`config.mk`:
```
export PLATFORM = sky130hd
export DESIGN_NAME = bss_bit_counter
export DESIGN_NICKNAME = d
export VERILOG_FILES = /design/src/rtl/core/bss_pkg.sv /design/src/rtl/core/bss_bit_counter.sv
export SDC_FILE = /design/constraint.sdc
export NUM_CORES = 1
export LEC_CHECK = 0
export ABC_CLOCK_PERIOD_IN_PS = 3650
export BUFFER_PORTS_ARGS = -buffer_cell sky130_fd_sc_hd__buf_2
export CORE_ASPECT_RATIO = 0.5
export CORE_MARGIN = 10
export CORE_UTILIZATION = 55
export DETAILED_ROUTE_END_ITERATION = 8
export GPL_TIMING_DRIVEN = 0
export HOLD_SLACK_MARGIN = 0.05
export PLACE_DENSITY_LB_ADDON = 0.2
export SYNTH_ARGS = -nofsm -noshare
export SYNTH_HDL_FRONTEND = slang
export SYNTH_SLANG_ARGS = --single-unit
```
`constraint.sdc`:
```
create_clock -name clk -period 3.65 [get_ports clk]
set_input_delay 0.73 -clock clk [delete_from_list [all_inputs] [get_ports clk]]
set_output_delay 0.73 -clock clk [all_outputs]
set_load 0.05 [all_outputs]
```
`src/rtl/core/bss_pkg.sv`:
```
`timescale 1ns / 1ps

package bss_pkg;

  localparam int OUT_W   = 32;
  localparam int BYTE_W  = 8;
  localparam int ORDER_W = 4;
  localparam int CMD_W   = 2;
  localparam int IN_W    = 2 * BYTE_W;
  localparam int RES_W   = 8 * OUT_W;

  localparam logic [ORDER_W-1:0] ORDER_RESET = 4'd3;

  typedef enum logic [CMD_W-1:0] {
    CMD_FEED  = 2'd0,
    CMD_READ  = 2'd1,
    CMD_CLEAR = 2'd2
  } cmd_t;

  typedef struct packed {
    logic load;
    logic step;
    logic clear;
    logic lookup;
    logic restart;
  } bss_ctrl_t;

endpackage

```
`src/rtl/core/bss_bit_counter.sv`:
```
`timescale 1ns / 1ps

module bss_bit_counter
  import bss_pkg::*;
#(
  parameter int COUNT_WIDTH = 32
) (
  input  logic                   clk,
  input  logic                   rst,
  input  bss_ctrl_t              ctrl,
  input  logic [BYTE_W-1:0]      data_byte,
  output logic                   bit_out,
  output logic [COUNT_WIDTH-1:0] zero_count,
  output logic [COUNT_WIDTH-1:0] one_count,
  output logic [COUNT_WIDTH-1:0] pair_00,
  output logic [COUNT_WIDTH-1:0] pair_01,
  output logic [COUNT_WIDTH-1:0] pair_10,
  output logic [COUNT_WIDTH-1:0] pair_11
);

  function automatic logic [COUNT_WIDTH-1:0] sat_inc(input logic [COUNT_WIDTH-1:0] v);
    return (&v) ? v : v + 1'b1;
  endfunction

  logic [BYTE_W-1:0] shreg;
  logic              have_previous;
  logic              previous_bit;

  assign bit_out = shreg[BYTE_W-1];

  // shift out most significant bit first
  always_ff @(posedge clk) begin
    if (ctrl.load) begin
      shreg <= data_byte;
    end else if (ctrl.step) begin
      shreg <= {shreg[BYTE_W-2:0], 1'b0};
    end
  end

  always_ff @(posedge clk) begin
    if (rst || ctrl.clear) begin
      have_previous <= 1'b0;
      previous_bit  <= 1'b0;
      zero_count    <= '0;
      one_count     <= '0;
      pair_00       <= '0;
      pair_01       <= '0;
      pair_10       <= '0;
      pair_11       <= '0;
    end else if (ctrl.step) begin
      have_previous <= 1'b1;
      previous_bit  <= bit_out;
      if (bit_out) begin
        one_count <= sat_inc(one_count);
      end else begin
        zero_count <= sat_inc(zero_count);
      end
      if (have_previous) begin
        unique case ({previous_bit, bit_out})
          2'b00: pair_00 <= sat_inc(pair_00);
          2'b01: pair_01 <= sat_inc(pair_01);
          2'b10: pair_10 <= sat_inc(pair_10);
          2'b11: pair_11 <= sat_inc(pair_11);
          default: ;
        endcase
      end
    end
  end

endmodule

```
==> results.cfg, run 1 <==
[run_status]
run_status = finished clean

[drt]
num_vias = 10900
wl_per_cell_um = 19.7
drc = 0
firstDrtPassIters = 5
drt-initial-drc-count = 920
ant_nets = 0
routed_wl_um = 33500
viasPerCell = 6.42

[setup_path]
critPathCaptureType = flop
worstPathRequired_ns = 4.09
r2r_slack_ns = 0.86
critPathLaunchType = flop
arrival_ns = 3.23
worst_r2r_path_depth = 6
worstPathMaxFanout = 10
path_class = flop to flop

[floorplanning]
die_h_um = 116
die_area_um2 = 24700
coreArea_um2 = 18300
row_count = 35
fp.dieW_um = 212
boundaryPins = 208
initial_core_util = 0.557

[logic_synthesis]
synth.top_cell.area_share = 0.382
synth_ff_type = dfxtp_1
ys_ff_latch = 202
syn_inst = 1220
synth_top_area_cell = dfxtp_1
yosys_warnings = 0
synthTopCellsByArea = dfxtp_1, a21oi_1, or3_1, or4_1, nand2_1
synth-seq-area-share = 0.405
synth_most_common_cell = dfxtp_1
syn-num-nets = 1241
synth.distinct_cells = 58
synth_edf_count = 8
synth_common_cells = dfxtp_1, nand2_1, a21oi_1
avgSynthCellArea_um2 = 8.34
syn_area_um2 = 10200
synthArstFlopShare = 0

[place]
port_buffers = 203
hpwlAfterDp_um = 24400
dp_cells = 1663
gp_congestion = 0.912

[layout]
n_fill_cell = 1578
final_cells = 1696
drive_above_1_share = 0.190
nNetsFinal = 1465
synthToLayoutAreaGrowth_pct = 18.6
antenna_cells = 0

[sta]
clock_skew_ns = 0.0281
final_hold_viol_count = 0
timing.final.crit_share = 0.765
rsz0062_at_grt = false
slew_headroom = 0.396
fin_setup_tns_ns = 0
fmax_ghz = 0.358
slew_viol_final = 0
finalSetupViolCount = 0
tightest_slew_ns = 0.898
period_needed_ns = 2.79
whs_ns = 0.490

[clock_tree]
clkSlewWorstSetupHoldPaths_ns = 0.07
hold_buffers = 0
clockBufferDepth = 3
cts_tree = done
cts-buffers-inserted = 19
htree_levels = 1
cts_sinks = 202
post_cts_buffers = 0
cts-resized-gates = 0
cts-root-buf = clkbuf_16
clock_latency_ns = 0.50

[grt]
overflow = 0
grt_pass1_vias = 9854
grt_pass1_wl_um = 52100
antenna_found_initial = 0
track_usage = 0.256
grt_max_degree = 16

[power_and_ir_drop]
p_total_w = 0.00433
vdd_drop_max_mv = 0.250
powerDensity_nw_per_um2 = 358
p_leak_nw = 4.36

[worst_hold_path]
hp-class = flop to flop
whs_path_depth = 2

[run]
maxCapViolCount = 0
cells by family (layout without fill, tap and decap cells):
family          count (synthesis)  count (layout)  share of synthesized area
fa+ha+maj                       6               6                    0.00738
compound gates                315             315                      0.197
mux                            25              25                     0.0255
xor+xnor                       25              25                     0.0215
simple gates                  556             556                      0.307
buf+inv                        91             327                     0.0367
flops                         202             202                      0.405
metrics by stage:
step	util	setup slack [ns]	cell area, µm²
floorplan	-	1.11	10200
global placement	0.629	0.670	11500
detailed placement	0.629	0.646	11500
CTS	0.661	0.976	12100
global route	0.661	0.759	12100
finish	0.661	0.859	12100
worst paths after layout:
| check | from | to |
|---|---|---|
| max | shreg[7]$_DFFE_PP_ | pair_01[19]$_SDFFE_PP0P_ |
| max reg2reg | shreg[7]$_DFFE_PP_ | pair_01[19]$_SDFFE_PP0P_ |
| min reg2reg | pair_11[29]$_SDFFE_PP0P_ | pair_11[29]$_SDFFE_PP0P_ |
| min | pair_11[29]$_SDFFE_PP0P_ | pair_11[29]$_SDFFE_PP0P_ |
registers in the layout, summed over array words and instances (netlist names):
signal	flops
shreg	8
zero_count	32
pair_01	32
previous_bit	1
have_previous	1
pair_00	32
pair_11	32
one_count	32
pair_10	32
cell usage in the layout, fill, tap and decap left out, types with 16 or more instances in the layout:
master,n
o21ai_0,60
nor4_1,30
or4_1,63
nand3_1,62
mux2i_1,18
o211ai_1,16
nor2_1,64
clkbuf_1,56
clkbuf_16,19
inv_1,22
or3_1,86
and3_1,17
nand2_1,118
buf_2,221
dfxtp_1,194
nand4_1,60
a21oi_1,114
o31ai_1,55
critical path: stages, from the launching register on:
cell and delay [ns]:
edfxtp_1 0.51, buf_2 0.32, nand4b_1 0.41, nor4_1 0.72
nand3_1 0.27, or4_1 0.46, nand2_1 0.08
where the power goes:
part / switching, W / internal, W / total [W]
Combinational: 0.000122 / 0.0000375 / 0.000159
Sequential: 0.00000824 / 0.00223 / 0.00224
Clock: 0.000861 / 0.00107 / 0.00193
metal layers:
metal  GRT usage  up-vias  wire (µm)
li1            -     5140          -
met1       0.341     5232      14500
met2       0.422      471      15400
met3      0.0536       40       3110
met4      0.0543        0        510
met5           0        -          0
layout make-up:
class / instances / area [µm²] / area share
plain buffers: 69 / 290 / 0.0241
clock buffers: 31 / 571 / 0.0473
clock inverters: 2 / 10.0 / 0.000829
inverters: 22 / 82.6 / 0.00684
multi-input cells: 927 / 5670 / 0.470
flip-flops and latches: 202 / 4120 / 0.342
well taps: 240 / 300 / 0.0249
repair buffers: 203 / 1020 / 0.0842
(Power assumes the default switching activity.)
==> run 2, diff against run 1 <==
- ABC_CLOCK_PERIOD_IN_PS: 3650 -> 2300
- CORE_UTILIZATION: 55 -> 50
- clock period: 3.65 -> 2.3 ns (I/O delays scaled with it)
==> run 2 against run 1 <==
Compared with the run above: the flow now finishes with violations (negative setup slack); register-to-register slack got worse by 0.94 ns; wire length rose by 5.5%; worst setup slack got worse by 0.94 ns; sequential power rose by 58%; combinational power rose by 67%; via count rose by 3.3%; clock-buffer cell count fell by 3; highest routed layer unchanged.
==> results.cfg, run 2 (synthesized netlist as in run 1, its figures left out) <==
[clock_tree]
clkSlewWorstSetupHoldPaths_ns = 0.07
cts_sinks = 202
cts-buffers-inserted = 20
cts-root-buf = clkbuf_16
htree_levels = 1
cts_tree = done
clockBufferDepth = 3
clock_latency_ns = 0.52

[power_and_ir_drop]
switching_share = 0.224
p_total_w = 0.00749
p_int_w = 0.00581
seqPwrFrac = 0.474
clkPwrFrac = 0.490
combPwrFrac = 0.036
p_leak_nw = 4.86
power_switching_w = 0.00168
powerDensity_nw_per_um2 = 572
vdd_drop_max_mv = 0.518

[drt]
viasPerCell = 6.40
routed_wl_um = 35300
wl_per_cell_um = 20.1
drc = 0
num_vias = 11200
firstDrtPassIters = 5
drt-initial-drc-count = 1284
ant_nets = 0

[place]
gp_congestion = 0.912
place_area_um2 = 11700
port_buffers = 203
hpwlAfterDp_um = 24900

[setup_path]
worst_r2r_path_depth = 6
worstPathMaxFanout = 8
path_class = flop to flop
r2r_slack_ns = -0.08
rr_startpoint = shreg[7]$_DFFE_PP_
r2r-end = pair_10[23]$_SDFFE_PP0P_
arrival_ns = 2.82
worstPathRequired_ns = 2.74
critPathLaunchType = flop
critPathCaptureType = flop
setup.worst_path.end = pair_10[23]$_SDFFE_PP0P_
critPathLaunch = shreg[7]$_DFFE_PP_

[sta]
fin_setup_tns_ns = -0.274
tightest_slew_ns = 0.802
finalSetupViolCount = 11
slew_headroom = 0.465
slew_viol_final = 0
worst_slack_ns = -0.0836
fmax_ghz = 0.420
final_hold_viol_count = 0
clock_skew_ns = 0.0125
rsz0062_at_grt = true
period_needed_ns = 2.38
timing.final.crit_share = 1.04

[layout]
fin_area_um2 = 13100
antenna_cells = 0
nNetsFinal = 1499
layout_commonest_cell = buf_2
synthToLayoutAreaGrowth_pct = 28.6
layout_common_cells = buf_2, nand2_1, a21oi_1
drive_above_1_share = 0.315

[floorplanning]
row_count = 36
boundaryPins = 208
die_h_um = 121
die_area_um2 = 26800
initial_core_util = 0.516
coreArea_um2 = 19700
fp.dieW_um = 222

[grt]
grt_pass1_vias = 10100
antenna_found_initial = 0
track_usage = 0.242
grt_pass1_wl_um = 54800
overflow = 0
grt_max_degree = 16

[run]
maxCapViolCount = 0

[run_status]
run_status = complete, but fails checks
failed_checks = negative setup slack

[worst_hold_path]
hp-class = input port to flop
## run 2: cell types whose count changed in the layout (fill, tap and decap cells not counted), sizes merged
cell    delta
buf       +35
clkinv     +1
inv        +1
bufinv     +3
clkbuf     -5
## run 2: power by group through the flow
stage               clock network [W]  registers [W]  logic (W)
CTS                           0.00372        0.00355   0.000257
finish                        0.00367        0.00355   0.000266
floorplan                           0        0.00364   0.000134
global route                  0.00384        0.00355   0.000284
detailed placement                  0        0.00363   0.000246
global placement                    0        0.00363   0.000239
## run 2: worst min path at each step
stage / from / cells past startpoint / slack [ns] / endpoint
global placement: pair_00[7]$_SDFFE_PP0P_ / 2 / 0.47 / pair_00[7]$_SDFFE_PP0P_
global route: data_byte[0] / 2 / 0.24 / shreg[0]$_SDFFCE_PN0P_
finish: data_byte[0] / 2 / 0.24 / shreg[0]$_SDFFCE_PN0P_
detailed placement: pair_00[7]$_SDFFE_PP0P_ / 2 / 0.47 / pair_00[7]$_SDFFE_PP0P_
CTS: data_byte[0] / 2 / 0.23 / shreg[0]$_SDFFCE_PN0P_
floorplan: previous_bit$_SDFFE_PP0P_ / 2 / 0.50 / previous_bit$_SDFFE_PP0P_
## run 2: layout make-up
type | count | area (µm²)
clock buffers | 28 | 612
repair buffers | 242 | 1300
fillers | 1671 | 6650
well taps | 266 | 333
inverters | 22 | 82.6
multi-input cells | 927 | 6070
plain buffers | 63 | 330
flip-flops and latches | 202 | 4230
clock inverters | 7 | 116
## run 2: what timing repair did
action / in CTS / in global routing
hold buffers: 0 / 0
setup buffers: 12 / 26
endpoints found under the setup margin: 82 / 162
cloned: 1 / 0
hold endpoints to repair: 0 / 0
pin swaps: 8 / 18
resized for setup: 30 / 75
## run 2: layer usage
metal / part of all wire / track usage / vias up
met4: 0.025 / 0.0621 / 0
met5: 0 / 0 / -
li1: - / - / 5212
met2: 0.47 / 0.403 / 472
met3: 0.085 / 0.0601 / 64
met1: 0.42 / 0.309 / 5497
## run 2: stage by stage
stage               hold slack (ns)  worst slack (ns)  std cells  utilization
floorplan                     0.499           -0.0304       1220            -
global placement              0.465            -0.460       1689        0.591
detailed placement            0.474            -0.483       1689        0.591
CTS                           0.230           -0.0510       1736        0.639
global route                  0.238            -0.133       1757        0.663
finish                        0.238           -0.0836       1757        0.663
## run 2: critical path, stage by stage (launching register included)
cell	delay, ns
edfxtp_1	0.50
nand4b_1	0.34
or4_4	0.48
a31o_4	0.26
buf_6	0.14
or4_1	0.47
a21oi_1	0.12
==> run 3, diff against run 2 <==
- CORE_ASPECT_RATIO: 0.5 -> not set
- TNS_END_PERCENT: not set -> 30
==> run 3 against run 2 <==
Compared with the run above: the flow still finishes with violations (negative setup slack); final area down 1.8%; non-clock buffer count down 21; wire length down 3.7%; final cell count down 0.68%; via count down 2.9%; critical path depth unchanged; die area down 1.3%; total power down 2.8%.
==> results.cfg, run 3 (synthesized netlist as in run 1, its figures left out) <==
[run_status]
run_status = complete, but fails checks
failed_checks = negative setup slack

[sta]
fmax_ghz = 0.423
rsz0062_at_grt = true
slew_headroom = 0.443
tightest_slew_ns = 0.833
finalSetupViolCount = 7
period_needed_ns = 2.36
slew_viol_final = 0
worst_slack_ns = -0.0646
clock_skew_ns = 0.00982
timing.final.crit_share = 1.03
final_hold_viol_count = 0

[clock_tree]
cts_tree = done
cts-buffers-inserted = 22
clkSlewWorstSetupHoldPaths_ns = 0.06
cts_sinks = 202
clock_latency_ns = 0.50
htree_levels = 1
clockBufferDepth = 3
cts-root-buf = clkbuf_16

[drt]
wl_per_cell_um = 19.5
firstDrtPassIters = 6
viasPerCell = 6.26
num_vias = 10900
drc = 0
drt-initial-drc-count = 844
ant_nets = 0
routed_wl_um = 34000

[layout]
drive_above_1_share = 0.297
post-route-util = 0.639
n_fill_cell = 1792
multiInputGateArea_um2 = 6030
synthToLayoutAreaGrowth_pct = 26.2
fin_area_um2 = 12800
nNetsFinal = 1480
seqCellArea_um2 = 4220
layout_commonest_cell = buf_2
antenna_cells = 0
layout_common_cells = buf_2, nand2_1, dfxtp_1

[setup_path]
worstPathRequired_ns = 2.73
critPathCaptureType = flop
critPathLaunchType = flop
worst_r2r_path_depth = 6
r2r_slack_ns = -0.06
path_class = flop to flop
r2r-end = pair_10[23]$_SDFFE_PP0P_
arrival_ns = 2.79
rr_startpoint = shreg[7]$_DFFE_PP_
critPathLaunch = shreg[7]$_DFFE_PP_
worstPathMaxFanout = 10
setup.worst_path.end = pair_10[23]$_SDFFE_PP0P_

[grt]
antenna_found_initial = 0
grt_max_degree = 14
overflow = 0
track_usage = 0.240
grt_pass1_wl_um = 53200
grt_pass1_vias = 10100

[place]
gp_congestion = 0.858
port_buffers = 203
place_area_um2 = 11700
hpwlAfterDp_um = 24000

[power_and_ir_drop]
powerDensity_nw_per_um2 = 567
vdd_drop_max_mv = 0.418
p_leak_nw = 4.75

[worst_hold_path]
hp-class = input port to flop
hold_start = data_byte[0]

[run]
maxCapViolCount = 0

[floorplanning]
initial_core_util = 0.506
coreArea_um2 = 20100
die_area_um2 = 26400
row_count = 52
die_h_um = 163
fp.dieW_um = 163
boundaryPins = 208
[run 3: cell types whose count changed in the layout (fill, tap and decap cells not counted), moves of 3 or more]
| cell | change |
|---|---|
| o21ai_0 | -3 |
| o31ai_1 | +3 |
| dfxtp_1 | +7 |
| clkbuf_8 | -4 |
| clkbuf_4 | -4 |
| dfxtp_2 | -7 |
| o21ai_1 | +3 |
| clkinv_1 | +3 |
| buf_4 | -15 |
| clkinv_2 | +5 |
[run 3: repair_timing]
item | 4_1_cts | 5_1_grt
endpoints found under the hold margin | 0 | 0
endpoints found under the setup margin | 85 | 156
resized for setup | 27 | 68
hold buffers | 0 | 0
pin swaps | 2 | 17
setup buffers | 3 | 15
[run 3: worst min-delay path by stage]
| stage | to | slack [ns] | cells past startpoint |
|---|---|---|---|
| CTS | shreg[4]$_DFFE_PP_ | 0.25 | 2 |
| global route | shreg[0]$_SDFFCE_PN0P_ | 0.25 | 2 |
| global placement | pair_11[23]$_SDFFE_PP0P_ | 0.47 | 2 |
| detailed placement | pair_00[7]$_SDFFE_PP0P_ | 0.47 | 2 |
| finish | shreg[0]$_SDFFCE_PN0P_ | 0.25 | 2 |
| floorplan | previous_bit$_SDFFE_PP0P_ | 0.50 | 2 |
[run 3: final cells by class]
class / instances / share of cell area
buffer: 63 / 0.0246
clock buffer: 27 / 0.0476
clock inverter: 13 / 0.00692
inverter: 22 / 0.00643
multi-input combinational: 927 / 0.470
sequential: 202 / 0.329
tap: 270 / 0.0263
timing repair buffer: 221 / 0.0897
[run 3: worst max-delay path, stage by stage, from the launching register on]
cell and delay, ns:
edfxtp_1 0.49, nand4b_1 0.31, or4_1 0.46, a31o_4 0.26, buf_6 0.14, or4_1 0.47, a21oi_1 0.14
[run 3: per-layer routing]
| metal | vias up | global-route usage | share of wire |
|---|---|---|---|
| met1 | 5241 | 0.294 | 0.41 |
| met3 | 67 | 0.0528 | 0.085 |
| met4 | 0 | 0.0721 | 0.025 |
| met5 | - | 0 | 0 |
| met2 | 437 | 0.411 | 0.48 |
| li1 | 5179 | - | - |
[run 3: report_power, final]
part / leakage (nW) / internal (W) / switching, W
logic: 2.71 / 0.0000692 / 0.000197
clock network: 0.350 / 0.00199 / 0.00146
registers: 1.68 / 0.00354 / 0.0000133
total: 4.75 / 0.00560 / 0.00167
[run 3: metrics by stage]
stage | hold slack [ns] | TNS [ns] | total power, W | instances | setup slack (ns)
after floorplan | 0.499 | -0.807 | 0.00378 | 1220 | -0.0588
after global placement | 0.468 | -48.34 | 0.00388 | 1693 | -0.541
after detailed placement | 0.469 | -50.30 | 0.00388 | 1693 | -0.568
after CTS | 0.247 | -0.254 | 0.00733 | 1735 | -0.0751
after global routing | 0.249 | -1.67 | 0.00748 | 1745 | -0.143
final | 0.252 | -0.178 | 0.00728 | 1745 | -0.0646
